## src/rtl/arpc_pkg.sv

```systemverilog
// Shared types, constants and helpers for the ARP reply learning cache.
// No dependencies.
package arpc_pkg;

    localparam int ENTRIES   = 16;
    localparam int IDX_W     = (ENTRIES > 1) ? $clog2(ENTRIES) : 1;
    localparam int OP_W      = 16;
    localparam int IP_W      = 32;
    localparam int MAC_W     = 48;
    localparam int STAT_W    = 2;
    localparam int S_TDATA_W = 96;
    localparam int M_TDATA_W = 56;

    localparam logic [OP_W-1:0] OP_REPLY = 16'h0002;

    localparam logic FUNC_LEARN  = 1'b0;
    localparam logic FUNC_LOOKUP = 1'b1;

    localparam logic [STAT_W-1:0] STAT_LOOKUP  = 2'd0;
    localparam logic [STAT_W-1:0] STAT_LEARNED = 2'd1;
    localparam logic [STAT_W-1:0] STAT_IGNORED = 2'd2;
    localparam logic [STAT_W-1:0] STAT_FULL    = 2'd3;

    typedef enum logic [1:0] {
        S_IDLE,
        S_MATCH,
        S_RESOLVE
    } arpc_state_t;

    typedef struct packed {
        logic load_req;
        logic match;
        logic resolve;
    } arpc_cmd_t;

    // Index of the lowest set bit; zero when none is set.
    function automatic logic [IDX_W-1:0] first_set(input logic [ENTRIES-1:0] v);
        logic [IDX_W-1:0] idx;
        idx = '0;
        for (int i = ENTRIES - 1; i >= 0; i--)
        begin
            if (v[i])
            begin
                idx = IDX_W'(i);
            end
        end
        return idx;
    endfunction

endpackage

```

## src/rtl/arpc_ctrl.sv

```systemverilog
// Sequencer for the ARP cache: accept, compare, resolve, hold result.
// Depends on arpc_pkg.
module arpc_ctrl
    import arpc_pkg::*;
(
    input  logic      clk,
    input  logic      rst_n,
    input  logic      s_tvalid,
    output logic      s_tready,
    output logic      m_tvalid,
    input  logic      m_tready,
    output arpc_cmd_t cmd
);

    arpc_state_t state_reg, state_next;
    logic        out_valid_reg, out_valid_next;

    always_ff @(posedge clk or negedge rst_n)
    begin
        if (!rst_n)
        begin
            state_reg     <= S_IDLE;
            out_valid_reg <= 1'b0;
        end
        else
        begin
            state_reg     <= state_next;
            out_valid_reg <= out_valid_next;
        end
    end

    always_comb
    begin
        state_next     = state_reg;
        out_valid_next = out_valid_reg && !m_tready;
        cmd            = '0;
        s_tready       = 1'b0;
        case (state_reg)
            S_IDLE:
            begin
                s_tready = 1'b1;
                if (s_tvalid)
                begin
                    cmd.load_req = 1'b1;
                    state_next   = S_MATCH;
                end
            end
            S_MATCH:
            begin
                cmd.match  = 1'b1;
                state_next = S_RESOLVE;
            end
            S_RESOLVE:
            begin
                // hold until the output register is free or draining
                if (!out_valid_reg || m_tready)
                begin
                    cmd.resolve    = 1'b1;
                    out_valid_next = 1'b1;
                    state_next     = S_IDLE;
                end
            end
            default:
            begin
                state_next = S_IDLE;
            end
        endcase
    end

    assign m_tvalid = out_valid_reg;

endmodule

```

## src/rtl/arpc_datapath.sv

```systemverilog
// Table, request latch, match vectors and result register of the ARP cache.
// Depends on arpc_pkg.
module arpc_datapath
    import arpc_pkg::*;
(
    input  logic              clk,
    input  logic              rst_n,
    input  arpc_cmd_t         cmd,
    input  logic              in_func,
    input  logic [OP_W-1:0]   in_op,
    input  logic [IP_W-1:0]   in_ip,
    input  logic [MAC_W-1:0]  in_mac,
    output logic [STAT_W-1:0] status,
    output logic              found,
    output logic [MAC_W-1:0]  mac_out
);

    logic [IP_W-1:0]    entry_ip_reg  [ENTRIES];
    logic [MAC_W-1:0]   entry_mac_reg [ENTRIES];

    logic               req_func_reg;
    logic [OP_W-1:0]    req_op_reg;
    logic [IP_W-1:0]    req_ip_reg;
    logic [MAC_W-1:0]   req_mac_reg;

    logic [ENTRIES-1:0] match_vec_reg, match_vec_next;
    logic [ENTRIES-1:0] free_vec_reg, free_vec_next;

    logic [STAT_W-1:0]  out_status_reg, out_status_next;
    logic               out_found_reg, out_found_next;
    logic [MAC_W-1:0]   out_mac_reg, out_mac_next;

    logic [IDX_W-1:0]   hit_idx, free_idx;
    logic               hit_any, free_any, learn_ok;

    // latch request beat
    always_ff @(posedge clk)
    begin
        if (cmd.load_req)
        begin
            req_func_reg <= in_func;
            req_op_reg   <= in_op;
            req_ip_reg   <= in_ip;
            req_mac_reg  <= in_mac;
        end
    end

    // compare all slots against the request and against zero
    always_comb
    begin
        for (int i = 0; i < ENTRIES; i++)
        begin
            match_vec_next[i] = (entry_ip_reg[i] == req_ip_reg);
            free_vec_next[i]  = (entry_ip_reg[i] == '0);
        end
    end

    always_ff @(posedge clk)
    begin
        if (cmd.match)
        begin
            match_vec_reg <= match_vec_next;
            free_vec_reg  <= free_vec_next;
        end
    end

    assign hit_any  = |match_vec_reg;
    assign free_any = |free_vec_reg;
    assign hit_idx  = first_set(match_vec_reg);
    assign free_idx = first_set(free_vec_reg);
    assign learn_ok = (req_func_reg == FUNC_LEARN) && (req_op_reg == OP_REPLY) && free_any;

    always_comb
    begin
        out_found_next = 1'b0;
        out_mac_next   = '0;
        if (req_func_reg == FUNC_LOOKUP)
        begin
            out_status_next = STAT_LOOKUP;
            out_found_next  = hit_any;
            if (hit_any)
            begin
                out_mac_next = entry_mac_reg[hit_idx];
            end
        end
        else if (req_op_reg != OP_REPLY)
        begin
            out_status_next = STAT_IGNORED;
        end
        else if (free_any)
        begin
            out_status_next = STAT_LEARNED;
        end
        else
        begin
            out_status_next = STAT_FULL;
        end
    end

    always_ff @(posedge clk)
    begin
        if (cmd.resolve)
        begin
            out_status_reg <= out_status_next;
            out_found_reg  <= out_found_next;
            out_mac_reg    <= out_mac_next;
        end
    end

    // table: cleared to zero at reset, one slot written per learned reply
    always_ff @(posedge clk or negedge rst_n)
    begin
        if (!rst_n)
        begin
            for (int i = 0; i < ENTRIES; i++)
            begin
                entry_ip_reg[i]  <= '0;
                entry_mac_reg[i] <= '0;
            end
        end
        else if (cmd.resolve && learn_ok)
        begin
            entry_ip_reg[free_idx]  <= req_ip_reg;
            entry_mac_reg[free_idx] <= req_mac_reg;
        end
    end

    assign status  = out_status_reg;
    assign found   = out_found_reg;
    assign mac_out = out_mac_reg;

endmodule

```

## src/rtl/arp_reply_learning_cache_top.sv

```systemverilog
// ARP reply learning cache: 16-slot IP-to-MAC table, learn replies, look up IPs.
// Each item passes accept, slot compare and resolve/write in turn; a new item
//   is accepted only after the previous one resolves, and the resolve step
//   waits while an earlier result beat is still not taken.
// Reset: rst_n asynchronous, active low; clears the table to zero (all free)
//   and the controller to idle. No clearing pass is needed.
// Depends on arpc_pkg, arpc_ctrl and arpc_datapath.
module arp_reply_learning_cache_top
    import arpc_pkg::*;
(
    input  logic                 clk,
    input  logic                 rst_n,
    // request channel
    input  logic                 s_tvalid,
    output logic                 s_tready,
    input  logic [S_TDATA_W-1:0] s_tdata,  // [15:0] arp_operation, [47:16] ip_addr,
                                           // [95:48] mac_addr
    input  logic                 s_tuser,  // [0] func: 0 learn, 1 lookup
    // result channel
    output logic                 m_tvalid,
    input  logic                 m_tready,
    output logic [M_TDATA_W-1:0] m_tdata,  // [0] found, [48:1] mac_out, [55:49] zero
    output logic [STAT_W-1:0]    m_tuser   // [1:0] status
);

    arpc_cmd_t          cmd;
    logic               found;
    logic [MAC_W-1:0]   mac_out;

    // Controller: walks each item through compare and resolve, owns the
    // output valid flag so a new beat can be taken while a result waits.
    arpc_ctrl u_ctrl (
        .clk      (clk),
        .rst_n    (rst_n),
        .s_tvalid (s_tvalid),
        .s_tready (s_tready),
        .m_tvalid (m_tvalid),
        .m_tready (m_tready),
        .cmd      (cmd)
    );

    // Datapath: table registers, registered match/free vectors, priority
    // select of the lowest slot, and the result register.
    arpc_datapath u_dp (
        .clk     (clk),
        .rst_n   (rst_n),
        .cmd     (cmd),
        .in_func (s_tuser),
        .in_op   (s_tdata[OP_W-1:0]),
        .in_ip   (s_tdata[OP_W+IP_W-1:OP_W]),
        .in_mac  (s_tdata[OP_W+IP_W+MAC_W-1:OP_W+IP_W]),
        .status  (m_tuser),
        .found   (found),
        .mac_out (mac_out)
    );

    // pack result beat, pad to whole bytes
    assign m_tdata = {{(M_TDATA_W - MAC_W - 1){1'b0}}, mac_out, found};

endmodule

```

## config.mk

```make
export PLATFORM = sky130hd
export DESIGN_NAME = arp_reply_learning_cache_top
export DESIGN_NICKNAME = d
export VERILOG_FILES = /design/src/rtl/arpc_pkg.sv /design/src/rtl/arpc_ctrl.sv /design/src/rtl/arpc_datapath.sv /design/src/rtl/arp_reply_learning_cache_top.sv
export SDC_FILE = /design/constraint.sdc
export NUM_CORES = 2
export LEC_CHECK = 0
export ABC_AREA = 1
export BUFFER_PORTS_ARGS = -buffer_cell sky130_fd_sc_hd__buf_2
export CAP_MARGIN = 20
export CORE_MARGIN = 3
export CORE_UTILIZATION = 35
export CTS_CLUSTER_SIZE = 40
export DETAILED_ROUTE_END_ITERATION = 10
export GPL_ROUTABILITY_DRIVEN = 0
export PLACE_DENSITY = 0.59
export REMOVE_ABC_BUFFERS = 1
export SYNTH_ARGS = -nofsm -noshare
export SYNTH_HDL_FRONTEND = slang
export SYNTH_SLANG_ARGS = --single-unit
```

## constraint.sdc

```tcl
create_clock -name clk -period 9.7 [get_ports clk]
set_clock_uncertainty 0.2 [all_clocks]
set_input_delay 0.485 -clock clk [delete_from_list [all_inputs] [get_ports clk]]
set_output_delay 0.485 -clock clk [all_outputs]
set_load 0.05 [all_outputs]
```

==> results.md <==
* Die H at 450 um
* CP max-delay cell: inv_8
* Setup violators final at 0
* Via/cell ratio at 5.31
* Post-synthesis cell count at 7,975
* Area growth syn-to-layout at 13.1%
* Num CTS Buffers at 161
* Number of remaining DRC errors at 0
* Leading area contributor after synthesis: dfrtp_1
* Die X-Extent at 450 um
* WL/cell at 21.1 um
* Cell Area, Placed at 71,500 um^2
* Post-synth top cells: 1,896 x nand2_1, 1,283 x dfrtp_1, 903 x o21ai_1
* Flops & latches, synth at 1,463
* Actual slew at the worst max-slew pin at 1.22 ns
* CTS Root Cell: clkbuf_16
* TritonCTS clock tree: built
* Mapped Area at 69,000 um^2
* Core Region at 195,000 um^2
* H-tree depth at 4
* Hold Crit Class: input pin to asynchronous set/reset pin
* Crit-path max FO at 141
* DRT iter0 DRCs at 6,092
* Worst setup EP type: register
* Post-synth cell types at 46
* Clock Pin Slew Worst Setup and Hold Paths at 0.06 ns
* Pwr Total at 0.0151 W
* Leak Pwr at 34.6 nW
* Post-CTS resize count at 0
* Worst skew pair latency at 0.82 ns
* Worst r2r src: u_dp.match_vec_reg[13]$_DFFE_PN_
* Largest register FFs at 768
* Setup Crit Path Kind: register to register
* Outcome: finished clean
* Max VDD drop at 0.188 mV
* First-pass GRT wire length at 343 mm
* Final Hold Vio Count at 0
* Startpoint types: register
* Power per cell area at 194 nW/um^2
* Layout cell share with drive strength beyond 1 at 7.74%
* Top_reg_cell synth: dfrtp_1
* Avg Inst Size Synth at 8.65 um^2
* Fillers at 19.6k
* Top delay family on crit path: buffers and inverters
* Crit path time final at 4.88 ns
* TNS Setup at 0 ns
* Critical path origin: u_dp.match_vec_reg[13]$_DFFE_PN_
* Largest net degree at the start of global routing at 218
* CP most frequent cell: nand3_1
* Design area at 78,000 um^2
* Synth top area share at 46.6%
* Fin crit share at 50.3%
* CP cell instances: o311ai_0 > nand3_1 > nand3_1 > nand2_1 > nand3_1 > nand3_4 > inv_8 > buf_4 > nand3_1 > nand3_1 > nand3_1 > a21oi_1
* Routed WL at 224 mm
* PnR worst setup slack at 4.82 ns
* Relative slew slack at 18.3%
* Dpl hpwl at 121 mm
* Initial DRT Pass Iterations at 5
* Row count at 162
* Place WS at 4.93 ns
* Initial antenna violation count at 6
* Io pins at 161
* Top-count cell post-synth: nand2_1
* Initial Utilization at 35.3%
* Largest cells by area after synthesis: dfrtp_1 47%, nand2_1 10%, edfxtp_1 7.8%
* CP Data Arrival Time at 5.32 ns
* Vias in the first global route at 54.6k
* Fmax at 205 MHz
* Die area at 202,000 um^2
* Worst-case clock buffer depth at 3
* Slowest stage delay, CP at 1.19 ns
* Buf+Inv Stages, Crit Path at 2
* # port buffers at 153
* Post-synthesis sequential area ratio at 54.4%
* Final nets at 7,966
* Unrepaired setup endpoints after global routing: false
* Total global routing overflow at 0
* Num Clock Sinks at 1,463
* Tot GR Track Use at 21.8%
* Post-synth EDFFs at 180
* Max-slew violations at 0
* Synth async-reset ratio at 87.7%
* Routed Antenna Nets at 0
* WP data required at 10.15 ns
* Synth Warn # at 0
* Max-cap violations at 0
* DR vias at 56.4k
==> layout by cell type (no fill, tap or decap), types with 4 or more instances in the layout <==
cell,n
o21ai_1,902
dfrtp_1,1283
clkbuf_1,36
nor2_4,6
nand2_1,1893
nand4_1,82
buf_4,105
buf_2,152
edfxtp_1,180
a2111oi_0,5
conb_1,7
nand3_1,846
o2111ai_1,12
bufinv_16,8
nor4_1,184
o22ai_1,33
xnor2_1,52
dlygate4sd3_1,100
nor3b_1,9
inv_1,651
clkinvlp_4,4
xor2_1,289
clkbuf_16,164
clkinv_1,11
clkinv_2,23
clkbuf_8,39
o21ai_0,390
nand3b_1,192
nand2_8,16
nor2_1,78
inv_6,7
buf_12,9
nor3_1,24
or2_2,57
or4_1,9
a221oi_1,31
a21oi_1,63
a211oi_1,8
==> per-layer routing <==
metal	vias up	GRT usage [%]	part of all wire, %	routed length (um)
met3	457	3.15	6.3	14100
met5	-	0	0.0058	13
li1	26200	-	-	-
met2	2006	35.4	46	104000
met1	27700	29.3	43	96700
met4	2	9.04	4.3	9640
==> power breakdown <==
group / internal [W] / leakage, nW / switching [W]
combinational: 0.000567 / 12.3 / 0.00182
clock: 0.00365 / 2.67 / 0.00265
sequential: 0.00637 / 19.6 / 0.0000745
==> worst reg2reg max path, cell delays in order (launching register included) <==
cell and delay, ns:
edfxtp_1 0.41, o311ai_0 0.37, nand3_1 0.12, nand3_1 0.09
nand2_1 0.05, nand3_1 0.12, nand3_4 0.74, inv_8 1.19
buf_4 0.84, nand3_1 0.18, nand3_1 0.12, nand3_1 0.09
a21oi_1 0.19
==> final timing paths <==
| check | end | slack [ns] | depth (start not counted) |
|---|---|---|---|
| max in group asynchronous | u_dp.entry_ip_reg[113]$_DFFE_PN0P_ | 6.76 | 4 |
| setup reg to reg | u_dp.mac_out[30]$_SDFFCE_PN0P_ | 4.82 | 12 |
| setup / recovery | u_dp.mac_out[30]$_SDFFCE_PN0P_ | 4.82 | 12 |
| hold reg to reg | u_dp.entry_mac_reg[299]$_DFFE_PN0P_ | 0.27 | 2 |
| min in group clk | u_dp.req_mac_reg[28]$_DFFE_PP_ | 0.19 | 2 |
| hold / removal | u_dp.entry_mac_reg[560]$_DFFE_PN0P_ | 0.11 | 2 |
==> repair_timing <==
action	CTS	global route
setup buffers	0	0
hold buffers	100	0
endpoints found under the hold margin	235	0
==> cells by family (layout without fill, tap and decap cells) <==
logic type             count (synthesis)  in the layout  synth area share (%)
other                                  1              9               0.00544
XOR/XNOR                             341            341                  4.33
AND/OR/NAND/NOR                     3414           3414                  22.7
flip-flops                          1463           1463                  54.4
buffers and inverters               1306           1322                  7.64
AO/OA/AOI/OAI                       1450           1450                  10.9
==> per-stage QoR <==
stage,hold WS (ns),utilization [%],std cells
after floorplan,-0.0106,-,7336
after global placement,0.257,36.6,10200
after detailed placement,0.264,36.6,10200
after CTS,0.125,39.9,10600
after global routing,0.154,39.9,10600
final,0.106,39.9,10600
==> cell type report <==
type | instances | area [um^2] | share of cell area (%)
clock buffers | 239 | 4780 | 6.12
diodes | 2 | 5.00 | 0.00642
inverters | 661 | 2500 | 3.21
multi-input cells | 5212 | 26500 | 34.0
repair buffers | 366 | 2730 | 3.50
clock inverters | 56 | 668 | 0.857
well taps | 2624 | 3280 | 4.21
flip-flops and latches | 1463 | 37500 | 48.1
No activity file was read; power rests on OpenSTA's default activity.
